## src/rtl/packet_deframer_crc16_assert.svh

```systemverilog
// Assertion macros used by the deframer RTL.
// No dependencies; included by pdc_back, which carries concurrent checks.
`ifndef PACKET_DEFRAMER_CRC16_ASSERT_SVH
`define PACKET_DEFRAMER_CRC16_ASSERT_SVH

// Antecedent implies consequent in the same cycle.
`define PDC_ASSERT_IMP(name, clk, rst, ante, cons) \
   name: assert property (@(posedge clk) disable iff (rst) (ante) |-> (cons)) \
      else $error("deframer check failed");

// Antecedent implies consequent in the following cycle.
`define PDC_ASSERT_NXT(name, clk, rst, ante, cons) \
   name: assert property (@(posedge clk) disable iff (rst) (ante) |=> (cons)) \
      else $error("deframer check failed");

`endif

```

## src/rtl/pdc_pkg.sv

```systemverilog
// Package for the frame deframer / CRC-16 checker: constants, status codes,
// the queue record type and the byte-wise CRC update. No dependencies.
package pdc_pkg;

   localparam int unsigned CNT_W           = 9;
   localparam logic [8:0]  CNT_MAX         = 9'd511;
   localparam logic [8:0]  HDR_BYTES       = 9'd5;
   localparam logic [8:0]  MIN_FRAME       = 9'd7;
   localparam logic [15:0] CRC_INIT        = 16'hFFFF;
   localparam logic [15:0] CRC_POLY        = 16'h1021;
   localparam logic [15:0] CRC_TOP         = 16'h8000;
   localparam logic [7:0]  MAX_LEN_RESET   = 8'hFF;
   localparam int unsigned QUEUE_DEPTH_DEF = 4;

   localparam logic KIND_PAYLOAD = 1'b0;
   localparam logic KIND_STATUS  = 1'b1;

   typedef enum logic [2:0] {
      ST_OK        = 3'd0,
      ST_TOO_SHORT = 3'd1,
      ST_LEN_OVER  = 3'd2,
      ST_TRUNCATED = 3'd3,
      ST_CRC_BAD   = 3'd4
   } status_type;

   // One queue entry per accepted byte that yields any result.
   typedef struct packed {
      logic        has_pay;
      logic        has_st;
      logic [7:0]  pay_byte;
      logic [7:0]  pay_idx;
      logic [7:0]  dst;
      logic [7:0]  src;
      logic [7:0]  cmd;
      logic [7:0]  seq;
      logic [7:0]  len;
      logic [15:0] rx_crc;
      logic [15:0] calc_crc;
      status_type  status;
   } rec_type;

   // CRC-16-CCITT, MSB first, one byte.
   function automatic logic [15:0] crc16_byte(input logic [15:0] crc, input logic [7:0] b);
      logic [15:0] c;
      c = crc ^ {b, 8'h00};
      for (int k = 0; k < 8; k++) begin
         if ((c & CRC_TOP) != 16'h0000) begin
            c = {c[14:0], 1'b0} ^ CRC_POLY;
         end else begin
            c = {c[14:0], 1'b0};
         end
      end
      return c;
   endfunction

endpackage

```

## src/rtl/pdc_front.sv

```systemverilog
// Front end: accepts bytes, tracks frame position, header, CRCs and the
// length limit register, and builds one record per result-bearing byte. Uses pdc_pkg.
module pdc_front (
   input  logic              clock,
   input  logic              reset,
   input  logic              req_valid,
   output logic              req_ready,
   input  logic [7:0]        req_data_byte,
   input  logic              req_last_byte,
   input  logic              csr_valid,
   input  logic [7:0]        csr_max_payload_len,
   input  logic              q_ready,
   output logic              q_push,
   output pdc_pkg::rec_type  q_rec
);

   logic [pdc_pkg::CNT_W-1:0] cnt_ff, cnt_in;
   logic [7:0]                hdr_ff [5];
   logic [7:0]                hdr_in [5];
   logic [15:0]               crc_ff, crc_in;
   logic [15:0]               rxcrc_ff, rxcrc_in;
   logic [7:0]                maxlen_ff;

   logic [pdc_pkg::CNT_W-1:0] pay_end;
   logic [pdc_pkg::CNT_W-1:0] pay_off;
   logic [15:0]               crc_next;
   logic                      emit_pay;
   logic                      take;
   pdc_pkg::status_type       st;

   assign req_ready = q_ready;
   assign take      = req_valid && req_ready;
   assign pay_end   = {1'b0, hdr_ff[4]} + pdc_pkg::HDR_BYTES;
   assign pay_off   = cnt_ff - pdc_pkg::HDR_BYTES;
   assign crc_next  = pdc_pkg::crc16_byte(crc_ff, req_data_byte);

   always_comb begin
      for (int i = 0; i < 5; i++) begin
         hdr_in[i] = hdr_ff[i];
      end
      crc_in   = crc_ff;
      rxcrc_in = rxcrc_ff;
      emit_pay = 1'b0;
      if (cnt_ff < pdc_pkg::HDR_BYTES) begin
         for (int i = 0; i < 5; i++) begin
            if (cnt_ff == pdc_pkg::CNT_W'(i)) begin
               hdr_in[i] = req_data_byte;
            end
         end
         crc_in = crc_next;
      end else if (cnt_ff < pay_end) begin
         crc_in   = crc_next;
         emit_pay = (hdr_ff[4] <= maxlen_ff);
      end else if (cnt_ff == pay_end) begin
         rxcrc_in = {rxcrc_ff[15:8], req_data_byte};
      end else if (cnt_ff == pay_end + 9'd1) begin
         rxcrc_in = {req_data_byte, rxcrc_ff[7:0]};
      end
      cnt_in = (cnt_ff < pdc_pkg::CNT_MAX) ? cnt_ff + 9'd1 : cnt_ff;

      // Status priority: short, over limit, truncated, CRC.
      if (cnt_in < pdc_pkg::MIN_FRAME) begin
         st = pdc_pkg::ST_TOO_SHORT;
      end else if (hdr_in[4] > maxlen_ff) begin
         st = pdc_pkg::ST_LEN_OVER;
      end else if (cnt_in < ({1'b0, hdr_in[4]} + pdc_pkg::MIN_FRAME)) begin
         st = pdc_pkg::ST_TRUNCATED;
      end else if (rxcrc_in != crc_in) begin
         st = pdc_pkg::ST_CRC_BAD;
      end else begin
         st = pdc_pkg::ST_OK;
      end
   end

   always_comb begin
      q_rec.has_pay  = emit_pay;
      q_rec.has_st   = req_last_byte;
      q_rec.pay_byte = req_data_byte;
      q_rec.pay_idx  = pay_off[7:0];
      q_rec.dst      = hdr_in[0];
      q_rec.src      = hdr_in[1];
      q_rec.cmd      = hdr_in[2];
      q_rec.seq      = hdr_in[3];
      q_rec.len      = hdr_in[4];
      q_rec.rx_crc   = rxcrc_in;
      q_rec.calc_crc = crc_in;
      q_rec.status   = st;
   end

   assign q_push = take && (emit_pay || req_last_byte);

   always_ff @(posedge clock) begin
      if (reset) begin
         cnt_ff    <= '0;
         crc_ff    <= pdc_pkg::CRC_INIT;
         rxcrc_ff  <= '0;
         maxlen_ff <= pdc_pkg::MAX_LEN_RESET;
         for (int i = 0; i < 5; i++) begin
            hdr_ff[i] <= '0;
         end
      end else begin
         if (csr_valid) begin
            maxlen_ff <= csr_max_payload_len;
         end
         if (take) begin
            if (req_last_byte) begin
               cnt_ff   <= '0;
               crc_ff   <= pdc_pkg::CRC_INIT;
               rxcrc_ff <= '0;
               for (int i = 0; i < 5; i++) begin
                  hdr_ff[i] <= '0;
               end
            end else begin
               cnt_ff   <= cnt_in;
               crc_ff   <= crc_in;
               rxcrc_ff <= rxcrc_in;
               for (int i = 0; i < 5; i++) begin
                  hdr_ff[i] <= hdr_in[i];
               end
            end
         end
      end
   end

endmodule

```

## src/rtl/pdc_queue.sv

```systemverilog
// Short record queue between front and back end.
// Uses pdc_pkg for the record type.
module pdc_queue #(
   parameter int unsigned DEPTH = pdc_pkg::QUEUE_DEPTH_DEF
) (
   input  logic              clock,
   input  logic              reset,
   input  logic              push,
   input  pdc_pkg::rec_type  push_rec,
   output logic              push_ready,
   input  logic              pop,
   output logic              head_valid,
   output pdc_pkg::rec_type  head_rec
);

   localparam int unsigned PTR_W = (DEPTH > 1) ? $clog2(DEPTH) : 1;
   localparam int unsigned CNT_W = $clog2(DEPTH + 1);
   localparam logic [PTR_W-1:0] PTR_LAST = PTR_W'(DEPTH - 1);
   localparam logic [CNT_W-1:0] CNT_FULL = CNT_W'(DEPTH);

   pdc_pkg::rec_type  mem [DEPTH];
   logic [PTR_W-1:0]  wr_ptr_ff, rd_ptr_ff;
   logic [CNT_W-1:0]  cnt_ff;
   logic              do_push, do_pop;

   assign push_ready = (cnt_ff != CNT_FULL);
   assign head_valid = (cnt_ff != '0);
   assign head_rec   = mem[rd_ptr_ff];
   assign do_push    = push && push_ready;
   assign do_pop     = pop && head_valid;

   always_ff @(posedge clock) begin
      if (do_push) begin
         mem[wr_ptr_ff] <= push_rec;
      end
   end

   always_ff @(posedge clock) begin
      if (reset) begin
         wr_ptr_ff <= '0;
         rd_ptr_ff <= '0;
         cnt_ff    <= '0;
      end else begin
         if (do_push) begin
            wr_ptr_ff <= (wr_ptr_ff == PTR_LAST) ? '0 : wr_ptr_ff + PTR_W'(1);
         end
         if (do_pop) begin
            rd_ptr_ff <= (rd_ptr_ff == PTR_LAST) ? '0 : rd_ptr_ff + PTR_W'(1);
         end
         if (do_push && !do_pop) begin
            cnt_ff <= cnt_ff + CNT_W'(1);
         end else if (do_pop && !do_push) begin
            cnt_ff <= cnt_ff - CNT_W'(1);
         end
      end
   end

endmodule

```

## src/rtl/pdc_back.sv

```systemverilog
// Back end: unpacks queue records into payload and status transfers and
// holds them in the output register. Uses pdc_pkg and the assertion macros.
`include "packet_deframer_crc16_assert.svh"

module pdc_back (
   input  logic              clock,
   input  logic              reset,
   input  logic              head_valid,
   input  pdc_pkg::rec_type  head_rec,
   output logic              pop,
   output logic              rsp_valid,
   input  logic              rsp_ready,
   output logic              rsp_result_kind,
   output logic [7:0]        rsp_payload_byte,
   output logic [7:0]        rsp_payload_index,
   output logic [7:0]        rsp_dst_addr,
   output logic [7:0]        rsp_src_addr,
   output logic [7:0]        rsp_command_code,
   output logic [7:0]        rsp_sequence_number,
   output logic [7:0]        rsp_payload_length,
   output logic [15:0]       rsp_received_crc,
   output logic [15:0]       rsp_computed_crc,
   output logic [2:0]        rsp_status_code,
   output logic              rsp_frame_ok
);

   logic              valid_ff;
   logic              second_ff, second_in;
   logic              kind_ff;
   pdc_pkg::rec_type  out_ff;
   logic              load;
   logic              send_pay;

   assign load     = head_valid && (!valid_ff || rsp_ready);
   // Payload half goes first; second_ff marks it already sent.
   assign send_pay = head_rec.has_pay && !second_ff;
   assign pop      = load && !(send_pay && head_rec.has_st);

   always_comb begin
      second_in = second_ff;
      if (load) begin
         second_in = send_pay && head_rec.has_st;
      end
   end

   always_ff @(posedge clock) begin
      if (reset) begin
         valid_ff  <= 1'b0;
         second_ff <= 1'b0;
      end else begin
         second_ff <= second_in;
         if (load) begin
            valid_ff <= 1'b1;
         end else if (rsp_ready) begin
            valid_ff <= 1'b0;
         end
      end
   end

   always_ff @(posedge clock) begin
      if (load) begin
         kind_ff <= send_pay ? pdc_pkg::KIND_PAYLOAD : pdc_pkg::KIND_STATUS;
         out_ff  <= head_rec;
      end
   end

   assign rsp_valid           = valid_ff;
   assign rsp_result_kind     = kind_ff;
   assign rsp_payload_byte    = (kind_ff == pdc_pkg::KIND_PAYLOAD) ? out_ff.pay_byte : '0;
   assign rsp_payload_index   = (kind_ff == pdc_pkg::KIND_PAYLOAD) ? out_ff.pay_idx : '0;
   assign rsp_dst_addr        = (kind_ff == pdc_pkg::KIND_STATUS) ? out_ff.dst : '0;
   assign rsp_src_addr        = (kind_ff == pdc_pkg::KIND_STATUS) ? out_ff.src : '0;
   assign rsp_command_code    = (kind_ff == pdc_pkg::KIND_STATUS) ? out_ff.cmd : '0;
   assign rsp_sequence_number = (kind_ff == pdc_pkg::KIND_STATUS) ? out_ff.seq : '0;
   assign rsp_payload_length  = (kind_ff == pdc_pkg::KIND_STATUS) ? out_ff.len : '0;
   assign rsp_received_crc    = (kind_ff == pdc_pkg::KIND_STATUS) ? out_ff.rx_crc : '0;
   assign rsp_computed_crc    = (kind_ff == pdc_pkg::KIND_STATUS) ? out_ff.calc_crc : '0;
   assign rsp_status_code     = (kind_ff == pdc_pkg::KIND_STATUS) ? out_ff.status : '0;
   assign rsp_frame_ok        = (kind_ff == pdc_pkg::KIND_STATUS) &&
                                (out_ff.status == pdc_pkg::ST_OK);

   // Split record: head must still be there and carry both halves.
   `PDC_ASSERT_IMP(a_split_head, clock, reset, second_ff,
      head_valid && head_rec.has_pay && head_rec.has_st)
   // Once the payload half of a split record leaves, the status half follows.
   `PDC_ASSERT_NXT(a_split_next, clock, reset,
      valid_ff && rsp_ready && second_ff && (kind_ff == pdc_pkg::KIND_PAYLOAD),
      valid_ff && (kind_ff == pdc_pkg::KIND_STATUS))
   // A record is popped only while the output register is loaded.
   `PDC_ASSERT_IMP(a_pop_load, clock, reset, pop, load)

endmodule

```

## src/rtl/packet_deframer_crc16.sv

```systemverilog
// Top level of the frame deframer / CRC-16-CCITT checker.
// Depends on pdc_pkg, pdc_front, pdc_queue and pdc_back.
//
// Usage:
//   req_*  : one frame byte per transfer, req_last_byte on the final byte of
//            the buffer. Frame = dst, src, cmd, seq, len, len payload bytes,
//            CRC low byte then high byte. Trailing bytes are ignored.
//   rsp_*  : one transfer per payload byte (kind 0), unless len is above the
//            limit, and one status transfer (kind 1) after the last byte.
//   csr_*  : write of max_payload_len, always ready; write only while idle.
// Throughput: one byte per cycle while req_ready is high. A final byte that
//   is itself a payload byte yields two transfers, which leave in turn.
// The result of a byte is written into the queue, then into the output register.
// The CRC update of one byte is unrolled and done in the cycle the byte is
//   taken; the header, counter and CRCs update at that same edge.
// Reset: frame state cleared, CRC at FFFF, limit at 255, queue empty.
// Stall: a queue of QUEUE_DEPTH records plus the output register absorbs
//   rsp_ready low; after that req_ready drops until space frees.
module packet_deframer_crc16 #(
   parameter int unsigned QUEUE_DEPTH = pdc_pkg::QUEUE_DEPTH_DEF
) (
   input  logic        clock,
   input  logic        reset,
   input  logic        req_valid,
   output logic        req_ready,
   input  logic [7:0]  req_data_byte,
   input  logic        req_last_byte,
   input  logic        csr_valid,
   output logic        csr_ready,
   input  logic [7:0]  csr_max_payload_len,
   output logic        rsp_valid,
   input  logic        rsp_ready,
   output logic        rsp_result_kind,
   output logic [7:0]  rsp_payload_byte,
   output logic [7:0]  rsp_payload_index,
   output logic [7:0]  rsp_dst_addr,
   output logic [7:0]  rsp_src_addr,
   output logic [7:0]  rsp_command_code,
   output logic [7:0]  rsp_sequence_number,
   output logic [7:0]  rsp_payload_length,
   output logic [15:0] rsp_received_crc,
   output logic [15:0] rsp_computed_crc,
   output logic [2:0]  rsp_status_code,
   output logic        rsp_frame_ok
);

   logic              q_push, q_ready, q_pop, q_valid;
   pdc_pkg::rec_type  q_in_rec, q_head_rec;

   // Register writes are always taken at once.
   assign csr_ready = 1'b1;

   // Front end: byte intake, header capture, CRC, classification.
   pdc_front u_front (
      .clock               (clock),
      .reset               (reset),
      .req_valid           (req_valid),
      .req_ready           (req_ready),
      .req_data_byte       (req_data_byte),
      .req_last_byte       (req_last_byte),
      .csr_valid           (csr_valid),
      .csr_max_payload_len (csr_max_payload_len),
      .q_ready             (q_ready),
      .q_push              (q_push),
      .q_rec               (q_in_rec)
   );

   // Decoupling queue: lets intake run while the receiver stalls.
   pdc_queue #(
      .DEPTH (QUEUE_DEPTH)
   ) u_queue (
      .clock      (clock),
      .reset      (reset),
      .push       (q_push),
      .push_rec   (q_in_rec),
      .push_ready (q_ready),
      .pop        (q_pop),
      .head_valid (q_valid),
      .head_rec   (q_head_rec)
   );

   // Back end: splits records into transfers, output register.
   pdc_back u_back (
      .clock               (clock),
      .reset               (reset),
      .head_valid          (q_valid),
      .head_rec            (q_head_rec),
      .pop                 (q_pop),
      .rsp_valid           (rsp_valid),
      .rsp_ready           (rsp_ready),
      .rsp_result_kind     (rsp_result_kind),
      .rsp_payload_byte    (rsp_payload_byte),
      .rsp_payload_index   (rsp_payload_index),
      .rsp_dst_addr        (rsp_dst_addr),
      .rsp_src_addr        (rsp_src_addr),
      .rsp_command_code    (rsp_command_code),
      .rsp_sequence_number (rsp_sequence_number),
      .rsp_payload_length  (rsp_payload_length),
      .rsp_received_crc    (rsp_received_crc),
      .rsp_computed_crc    (rsp_computed_crc),
      .rsp_status_code     (rsp_status_code),
      .rsp_frame_ok        (rsp_frame_ok)
   );

endmodule
```

## config.mk

```make
export PLATFORM = sky130hd
export DESIGN_NAME = packet_deframer_crc16
export DESIGN_NICKNAME = d
export VERILOG_FILES = /design/src/rtl/pdc_pkg.sv /design/src/rtl/pdc_front.sv /design/src/rtl/pdc_queue.sv /design/src/rtl/pdc_back.sv /design/src/rtl/packet_deframer_crc16.sv
export VERILOG_INCLUDE_DIRS = /design/src /design/src/rtl
export SDC_FILE = /design/constraint.sdc
export NUM_CORES = 1
export LEC_CHECK = 0
export CAP_MARGIN = 20
export CORE_MARGIN = 4
export CORE_UTILIZATION = 45
export CTS_CLUSTER_SIZE = 28
export DETAILED_ROUTE_END_ITERATION = 8
export DONT_BUFFER_PORTS = 1
export SYNTH_ARGS = -nofsm -noshare
export SYNTH_HDL_FRONTEND = slang
export SYNTH_SLANG_ARGS = --single-unit
```

## constraint.sdc

```tcl
create_clock -name clock -period 7.4 [get_ports clock]
set_input_delay 0 -clock clock [delete_from_list [all_inputs] [get_ports clock]]
set_output_delay 0 -clock clock [all_outputs]
set_load 0.005 [all_outputs]
```

[After elaboration in Yosys (flattened, before gate mapping)]
Memories as Yosys holds them, arrays and structs flattened. A register that Yosys moved wholly into a read port is not among the register bits.
Cells that the tools add are included.
Storage, ports and cells
  bits in writable memories: 412
  memories kept: 2
  register bits: 150
  bits of input ports: 22
  logic and storage cells: 161
  output and inout bits: 96
Memory list
  u_queue.mem: words 4, width 93, rd ports 1, clocked after Yosys merged registers in 1, wr ports 1, RTL line pdc_queue.sv:21  | pdc_pkg::rec_type mem [DEPTH];
  u_front.hdr_ff: words 5, width 8, rd ports 5, clocked after Yosys merged registers in 0, wr ports 5, RTL line pdc_front.sv:18  | logic [7:0] hdr_ff [5];
Cells by class
  reduce and logical (&&, ||, !) cells: 23
  add/subtract/negate cells: 9
  eq/ne operators: 10
  $lt $le $gt $ge: 7
  bitwise gates (word level): 19
  muxes and demuxes: 71
Operator list (number)
  8-bit 2-to-1 mux: 22
  16-bit 2-to-1 mux: 10
  13-bit 2-to-1 mux: 8
  40-bit 2-to-1 mux: 1
  3-bit NOT: 8
  3-bit 2-to-1 mux: 7
  8-bit by 3-bit adder with 9-bit output, second input constant: 2
  9-bit by 1-bit adder with 9-bit output, second input constant: 2
  9-bit by 2-bit equality test with 1-bit output, second input constant: 2
  9-bit equality test: 2
  9-bit by 3-bit less-than comparator with 1-bit output, second input constant: 2
  9-bit less-than comparator: 2
  9-bit 2-to-1 mux: 2
  1-bit 2-to-1 mux: 17
  16-bit != test: 1
  16-bit XOR: 1
  1-bit logical AND: 11
  1-bit bitwise OR: 10
  9-bit by 1-bit equality test with 1-bit output, second input constant: 1
  9-bit by 3-bit equality test with 1-bit output, second input constant: 1
  9-bit zero test: 1
  9-bit less-than comparator, second input constant: 1
  8-bit > comparator: 1
  8-bit less-or-equal comparator: 1
  other kinds (12): 23

[Depth between registers and ports, before layout]
Gate-level depths: netlist of the first run.
  word-level depth: 24
  mapped depth: 19
  gate-level depth less buffers: 17

[Cells and area by module]
A second synthesis of the first run with hierarchy kept.
Second synthesis, totals
  cell total of the unflattened synthesis: 1430
  area, all modules: 23669.0 um^2
Modules (own cells, without submodules)
  pdc_queue: sequential area each 11350.9 um^2, instances 1, cells each 533, area each 13895.8 um^2
  pdc_front: sequential area each 2182.1 um^2, instances 1, cells each 688, area each 6268.5 um^2
  pdc_back: sequential area each 2802.7 um^2, instances 1, cells each 207, area each 3493.4 um^2
  packet_deframer_crc16: sequential area each 0.0 um^2, instances 1, cells each 2, area each 11.3 um^2

[Worst setup path before layout of the first run]
Ideal clock, no wire load.
  kind: reg2reg
  from: reg u_queue.cnt_ff[0]
  to: reg u_queue.cnt_ff[2]
  stages on the path, launching flop included: 10
  library setup time: 0.071 ns
  buffers on the path: 0
  data required time: 7.329 ns
  path slack: 0.151 ns
  arrival time: 7.178 ns
  clock period less this slack: 7.249 ns
  path through: dfxtp_1 > nor3_1 > a21oi_1 > o21ai_1 > ha_1 > inv_1 > fa_1 > xor2_1 > or3_1 > a21oi_1
Between the ends
  word-level cells in the longest chain between the ends: 7
  elaborated cells on any way between the ends: 17
  classes of those cells: 2 x add/sub; 1 x eq/ne; 2 x mux; 12 x reduce/logical
RTL lines
  start: declaration: RTL line pdc_queue.sv:23  | logic [CNT_W-1:0] cnt_ff;
  start signal: assignment: RTL line pdc_queue.sv:51  | cnt_ff <= cnt_ff + CNT_W'(1);
  start signal: assignment: RTL line pdc_queue.sv:53  | cnt_ff <= cnt_ff - CNT_W'(1);
  3-bit nonzero test *: RTL line pdc_queue.sv:27  | assign head_valid = (cnt_ff != '0);
  1-bit logical AND *: RTL line pdc_back.sv:34  | assign load = head_valid && (!valid_ff || rsp_ready);
  net u_back.load: RTL line pdc_back.sv:31  | logic load;
  1-bit logical AND *: RTL line pdc_back.sv:37  | assign pop = load && !(send_pay && head_rec.has_st);
  1-bit logical AND *: RTL line pdc_queue.sv:30  | assign do_pop = pop && head_valid;
  1-bit zero test: RTL line pdc_queue.sv:50  | if (do_push && !do_pop) begin
  1-bit logical AND: RTL line pdc_queue.sv:50
  3-bit 2-to-1 mux / 2-bit nonzero test (equally long branches)
Mark *: on every way through the listed nets, which the timed path passes. The rest lies on a longest branch. The select of a mux whose other input is x is not followed.
A chain may end at the register's enable or synchronous reset.

==> results of run 1 <==
==> worst register-to-register path: stages, from the launching register on <==
cell       delay [ps]
edfxtp_1          520
ha_1              400
o2111ai_4         270
xor2_2            320
ha_1              320
and3_1            210
a221o_1           290
a31oi_1           250
nor2b_1            90
o21a_1            180
a2111oi_0         350
buf_4             210
o21ba_2           230
and2_4            750
buf_12            390
==> final timing paths <==
path,end,slack (ps)
worst min register to register,u_front.rxcrc_ff[11],450
worst max-delay path,u_queue.mem[2][58],2270
worst min-delay path,u_back.out_ff[41],60
worst max register to register,u_queue.mem[2][58],2270
==> per-layer routing <==
layer  share of wire, %  routed length, µm
met5              0.027                 13
met4                2.7               1312
met3                4.1               1986
met2                 48              23300
met1                 45              21830
==> where the power goes <==
group / internal [µW] / leakage [µW] / switching, µW
registers: 4080 / 0.00520 / 197
clock network: 1660 / 0.000902 / 1170
logic: 720 / 0.00285 / 1010
total: 6470 / 0.00895 / 2380
==> final cells by class <==
cell class / instances / area (µm²)
fillers: 4169 / 25170
well taps: 680 / 850.8
multi-input cells: 731 / 6754
inverters: 59 / 221.5
repair buffers: 41 / 430.4
diodes: 1 / 2.502
clock buffers: 77 / 1583
flip-flops and latches: 564 / 16340
clock inverters: 25 / 262.8
==> sequential cells by signal, indices dropped and copies added (netlist names), named ones only <==
| register | flops |
|---|---|
| u_back.second_ff | 1 |
| u_queue.cnt_ff | 3 |
| u_back.rsp_result_kind | 1 |
| u_front.hdr_ff | 40 |
| u_front.crc_ff | 16 |
| u_front.rxcrc_ff | 16 |
| u_front.cnt_ff | 9 |
| u_queue.rd_ptr_ff | 2 |
| u_back.out_ff | 91 |
| u_front.maxlen_ff | 8 |
| u_queue.wr_ptr_ff | 2 |
| u_back.rsp_valid | 1 |
| u_queue.mem | 372 |
==> synthesized netlist by cell type (19+ instances only) <==
library cell / count
clkbuf_1: 49
inv_1: 58
mux2_2: 36
xor2_1: 19
a21oi_1: 37
edfxtp_1: 504
and2_1: 116
nor2b_1: 19
mux4_2: 93
nor2_1: 46
dfxtp_1: 60
ha_1: 47
mux2i_1: 33
nand2_1: 63
xnor2_1: 54
o21ai_0: 37
==> timing repair <==
item / in CTS / in global routing
gates resized for setup: 0 / 0
hold endpoints to repair: 367 / 0
setup buffers: 0 / 0
hold buffers: 21 / 0
endpoints found under the setup margin: 0 / 0
==> cell families (layout without fill, tap and decap cells) <==
logic type / Yosys count / after routing / share of synthesized area, %
AOI/OAI and AO/OA: 137 / 137 / 3.913
xor gates and xnor gates: 76 / 76 / 2.948
adders and majority gates: 48 / 48 / 2.577
buffers and inverters: 132 / 202 / 2.291
DFF: 564 / 564 / 69.23
muxes: 162 / 162 / 11.99
other: 1 / 2 / 0.01589
and+or+nand+nor: 307 / 307 / 7.036
==> metrics by stage <==
stage	std cells	hold WS (ps)
final	2178	64.92
after global routing	2178	48.47
after CTS	2176	23.55
after detailed placement	2053	74.08
after global placement	2053	72.23
after floorplan	1427	98.87
==> flow_metrics.py, run 1 <==
metrics = {
    "clock_network": {
        "cts_root_buf": "clkbuf_16",
        "numCtsBuffers": 57,
        "clock_sinks": 564,
        "clockBufferDepth": 3,
        "cts_tree": "built",
        "clk-insertion-delay-late_ps": 610,
        "h-tree-depth": 2,
        "clkTransAtPathRegs_ps": 60,
    },
    "worst_hold_path": {
        "hold_depth": 3,
        "holdCritPathClass": "primary input to flip-flop",
        "min_from": "rsp_ready",
    },
    "yosys": {
        "yosysWarnings": 0,
        "synth_cell_types": 71,
        "ys_seq_elements": 564,
        "synth_area_leader_cell": "edfxtp_1",
        "synth_async_sr_flop_share_pct": 0,
        "synthDominantCellAreaShare_pct": 64.14,
        "syn_area_mm2": 0.02360,
        "synth_fp_nets": 1497,
        "ys.flop_type": "edfxtp_1",
        "synth_cells": 1427,
        "netlist_top_cells_area": "edfxtp_1, mux4_2, dfxtp_1",
        "syn_avg_cell_area_um2": 16.54,
        "synth-edff-count": 504,
        "yosysSeqAreaShare_pct": 69.23,
    },
    "grt": {
        "grt_use_met1_pct": 23.70,
        "grt_max_degree": 61,
        "grt_first_pass_wirelength_um": 74400,
        "grt_usage_pct": 17.20,
        "busiest_layer": "met2",
        "grt_pass1_vias": 12082,
        "use_met2_pct": 28.13,
        "grt_antenna_before_repair": 1,
        "met3_usage_pct": 3.366,
        "grt_overflow_total": 0,
    },
    "power_and_ir_drop": {
        "p_leak_uw": 0.008946,
        "cellPowerDensity_mw_per_mm2": 334.5,
        "ir_drop_v": 0.0003184,
        "power.total_uw": 8847,
    },
    "worst_setup_path": {
        "critPathLaunch": "u_front.hdr_ff[0][32]",
        "arrival_ps": 5400,
        "crit_required_ps": 7670,
        "cp.buffers_inverters": 2,
        "criticalPathCategory": "flip-flop to flip-flop",
        "critPathMaxFanout": 50,
        "critPathSlowestCell": "and2_4",
        "cp_slowest_stage_delay_ps": 750,
        "worstPathCellList": "ha_1, o2111ai_4, xor2_2, ha_1, and3_1, a221o_1, a31oi_1, nor2b_1, o21a_1, a2111oi_0, buf_4, o21ba_2, and2_4, buf_12",
        "cpMostUsedCell": "ha_1",
        "r2r-start": "u_front.hdr_ff[0][32]",
        "worstSetupStartpointType": "flip-flop",
        "crit_cells": 14,
        "reg2reg_depth": 14,
        "path_delay_family": "compound AO/OA/AOI/OAI gates",
        "end_kind": "flip-flop",
    },
    "cells_and_area": {
        "design_area_mm2": 0.02645,
        "synthToLayoutAreaGrowth_pct": 12.08,
        "nets": 1524,
        "layout_commonest_cell": "edfxtp_1",
        "drive_gt1_share_pct": 17.37,
        "utilization_pct": 51.24,
        "layout_common_cells": "edfxtp_1, and2_1, mux4_2, nand2_1",
    },
    "timing": {
        "finalSetupTns_ps": 0,
        "skew_ps": 21.26,
        "setup_slack_ps": 2267,
        "max_freq_mhz": 194.8,
        "finalHoldViolations": 0,
        "max_slew_margin_pct": 28.17,
        "tightest_slew_ps": 1074,
        "setup_viol": 0,
        "fin_crit_sh_pct": 69.36,
        "grt_setup_unrepaired": "false",
        "maxSlewViolCount": 0,
        "period_needed_ps": 5133,
    },
    "floorplanning": {
        "die_y_um": 237.0,
        "core-area_mm2": 0.05161,
        "initial_utilization_pct": 45.72,
        "die_w_um": 237.0,
        "io-pin-count": 118,
        "floorplan.die_area_mm2": 0.05617,
        "rows": 83,
    },
    "drt": {
        "routedWlPerCell_um": 22.24,
        "dr.pass1.iters": 5,
        "vias": 11686,
        "dr.first_iter.drc_count": 928,
        "via_per_inst": 5.365,
        "drc_errors": 0,
        "antenna_left": 0,
        "wirelength_um": 48450,
    },
    "placed_design": {
        "pre_cts_ws_ps": 2270,
        "dp_hpwl_um": 29100,
        "place.gp.congestion": 0.8227,
        "portBuffers": 0,
        "placed_cell_area_mm2": 0.02436,
    },
    "status": {
        "status": "finished clean",
    },
    "flow_run": {
        "maxCapViolCount": 0,
    },
}
No activity file was read; power rests on OpenSTA's default activity.
==> inputs of run 2 (changes only) <==
--- a/config.mk
+++ b/config.mk
@@ -6,6 +6,7 @@
 export SDC_FILE = /design/constraint.sdc
 export NUM_CORES = 1
 export LEC_CHECK = 0
+export ABC_AREA = 1
 export CAP_MARGIN = 20
 export CORE_MARGIN = 4
 export CORE_UTILIZATION = 45
==> constraint.sdc (replaced) <==
create_clock -name clock -period 4.23 [get_ports clock]
set_input_delay 0 -clock clock [delete_from_list [all_inputs] [get_ports clock]]
set_output_delay 0 -clock clock [all_outputs]
set_load 0.005 [all_outputs]
==> flow_metrics.py, run 2 <==
metrics = {
    "status": {
        "status": "finished clean",
    },
    "yosys": {
        "ys_top_cells_by_count": "edfxtp_1, nor2_1, inv_1",
        "syn_area_mm2": 0.02432,
        "yosysMostFrequentCell": "edfxtp_1",
        "yosysWarnings": 0,
        "synth_cells": 2236,
        "synth_fp_nets": 2306,
        "synth_async_sr_flop_share_pct": 0,
        "synth_area_leader_cell": "edfxtp_1",
        "yosysSeqAreaShare_pct": 67.16,
        "ys.flop_type": "edfxtp_1",
        "synth-edff-count": 504,
        "synth_cell_types": 46,
        "ys_seq_elements": 564,
        "netlist_top_cells_area": "edfxtp_1, o21ai_0, dfxtp_1",
        "syn_avg_cell_area_um2": 10.88,
        "synthDominantCellAreaShare_pct": 62.22,
    },
    "cells_and_area": {
        "layout_commonest_cell": "edfxtp_1",
        "synthToLayoutAreaGrowth_pct": 13.17,
        "top_register": "u_queue.mem",
        "largestRegisters": "u_queue.mem x372, u_back.out_ff x91, u_front.hdr_ff x40",
        "fillCellCount": 4625,
        "design_area_mm2": 0.02753,
        "nets": 2327,
        "drive_gt1_share_pct": 8.380,
        "largest_reg_flops": 372,
        "finalNonFillerCells": 2997,
        "layout_common_cells": "edfxtp_1, nor2_1, inv_1, nand2_1, o21ai_0",
    },
    "timing": {
        "finalSetupTns_ps": 0,
        "grt_setup_unrepaired": "false",
        "max_slew_margin_pct": 29.78,
        "finalHoldViolations": 0,
        "fin_crit_sh_pct": 91.47,
        "setup_viol": 0,
        "tightest_slew_ps": 1050,
        "max_freq_mhz": 258.4,
        "skew_ps": 28.34,
        "period_needed_ps": 3869,
        "maxSlewViolCount": 0,
    },
    "floorplanning": {
        "io-pin-count": 118,
        "die_y_um": 240.5,
        "initial_utilization_pct": 45.83,
        "rows": 84,
        "die_w_um": 240.5,
        "core-area_mm2": 0.05308,
        "floorplan.die_area_mm2": 0.05784,
    },
    "worst_hold_path": {
        "holdCritPathClass": "primary input to flip-flop",
    },
    "grt": {
        "grt_first_pass_wirelength_um": 92240,
        "grt_max_degree": 152,
        "grt_overflow_total": 0,
        "grt_usage_pct": 20.93,
        "grt_antenna_before_repair": 7,
        "grt_pass1_vias": 15550,
    },
    "worst_setup_path": {
        "cpMostUsedCell": "ha_1",
        "criticalPathCategory": "flip-flop to flip-flop",
        "critPathMaxFanout": 9,
        "critPathSlowestCell": "edfxtp_1",
        "path_delay_family": "simple AND/OR/NAND/NOR gates",
        "cp_slowest_stage_delay_ps": 460,
        "worstSetupStartpointType": "flip-flop",
        "worstPathCellList": "ha_1, nor2_2, nor2_2, nand3_1, nand2_2, ha_1, a21oi_1, o21a_1, nand3_2, nor3_4, or2_2, nand2_2, inv_1, ha_1, inv_1, fa_1, nor2_1, nor2_1, nand2_1, o21ai_0, a21oi_1",
        "arrival_ps": 4410,
        "crit_required_ps": 4770,
        "cp.buffers_inverters": 2,
        "end_kind": "flip-flop",
    },
    "placed_design": {
        "dp_hpwl_um": 36900,
        "placed_cell_area_mm2": 0.02541,
        "place.gp.congestion": 0.9085,
        "portBuffers": 0,
        "dp_cells": 2865,
    },
    "clock_network": {
        "clk-insertion-delay-late_ps": 610,
        "clkTransAtPathRegs_ps": 60,
        "h-tree-depth": 2,
        "cts_tree": "built",
        "clockBufferDepth": 3,
        "cts_root_buf": "clkbuf_16",
        "clock_sinks": 564,
        "numCtsBuffers": 56,
    },
    "power_and_ir_drop": {
        "p_leak_uw": 0.01090,
        "power.total_uw": 16300,
        "cellPowerDensity_mw_per_mm2": 592.2,
        "ir_drop_v": 0.0005104,
    },
    "drt": {
        "via_per_inst": 5.349,
        "antenna_left": 0,
        "wirelength_um": 60670,
        "routedWlPerCell_um": 20.24,
        "vias": 16031,
        "drc_errors": 0,
        "dr.first_iter.drc_count": 1193,
        "dr.pass1.iters": 7,
    },
    "flow_run": {
        "maxCapViolCount": 0,
    },
}
-- run 2: cell types whose count changed after synthesis, moves of 15 or more --
cell      delta
nor2_1     +271
mux4_2      -93
o22ai_1    +114
nand3_1     +53
nor2b_1     -19
nand2_2     +15
clkbuf_1    +41
xnor2_1     -40
inv_1      +233
mux2_2      -36
mux2i_1     -33
o21ai_0    +229
and2_1     -116
nand2_1    +223
-- run 2: what timing repair did --
item,4_1_cts,5_1_grt
resized for setup,0,17
buffers inserted,0,0
hold buffers,22,0
setup endpoints to repair,0,14
hold endpoints to repair,317,0
-- run 2: final timing paths --
| check | slack, ps | startpoint | end | cells after the start |
|---|---|---|---|---|
| worst min-delay path | 60 | req_data_byte[4] | u_queue.mem[1][7] | 4 |
| worst max-delay path | 360 | u_front.hdr_ff[0][33] | u_queue.cnt_ff[2] | 21 |
| worst max register to register | 360 | u_front.hdr_ff[0][33] | u_queue.cnt_ff[2] | 21 |
| worst min register to register | 480 | u_front.rxcrc_ff[7] | u_front.rxcrc_ff[7] | 2 |
-- run 2: logic make-up after synthesis --
logic type	Yosys count	synth area share (%)
and+or+nand+nor	726	12.36
DFF	564	67.16
AOI/OAI and AO/OA	453	10.19
buffers and inverters	406	6.347
adders and majority gates	48	2.500
xor gates and xnor gates	38	1.430
other	1	0.01542
-- run 2: area by class of cell --
type	count	area (µm²)	share of cell area, %
Antenna cell	6	15.01	0.05454
Clock buffer	70	1454	5.281
Clock inverter	34	406.6	1.477
Inverter	302	1141	4.145
Multi-Input combinational cell	1266	6526	23.71
Sequential cell	564	16340	59.36
Tap cell	688	860.8	3.127
Timing Repair Buffer	67	783.3	2.845
-- run 2: power by group --
group / switching (µW) / total [µW] / leakage [µW] / internal (µW)
sequential: 385 / 7620 / 0.00520 / 7240
combinational: 2640 / 3620 / 0.00479 / 979
clock: 2080 / 5060 / 0.000904 / 2980
total: 5110 / 16300 / 0.0109 / 11200
-- run 2: metrics by stage --
step	utilization (%)	hold slack (ps)	worst slack, ps
after detailed placement	47.87	86.49	236.5
after floorplan	-	98.87	5.332
final	51.87	62.52	360.7
after global placement	47.87	81.45	340.6
after global routing	51.86	82.45	35.45
after CTS	51.79	23.60	169.3
-- run 2: tightest hold or removal path: stages --
cell and delay, ps:
xnor2_1 110, nand2_1 90, o21ai_0 140, inv_1 190
-- run 2: routing by layer --
layer	GRT usage [%]	vias up	routed length [µm]
met3	4.944	92	3657
met5	0	-	59
met4	7.328	8	1812
li1	-	7707	-
met1	27.37	7805	26140
met2	34.50	419	29000
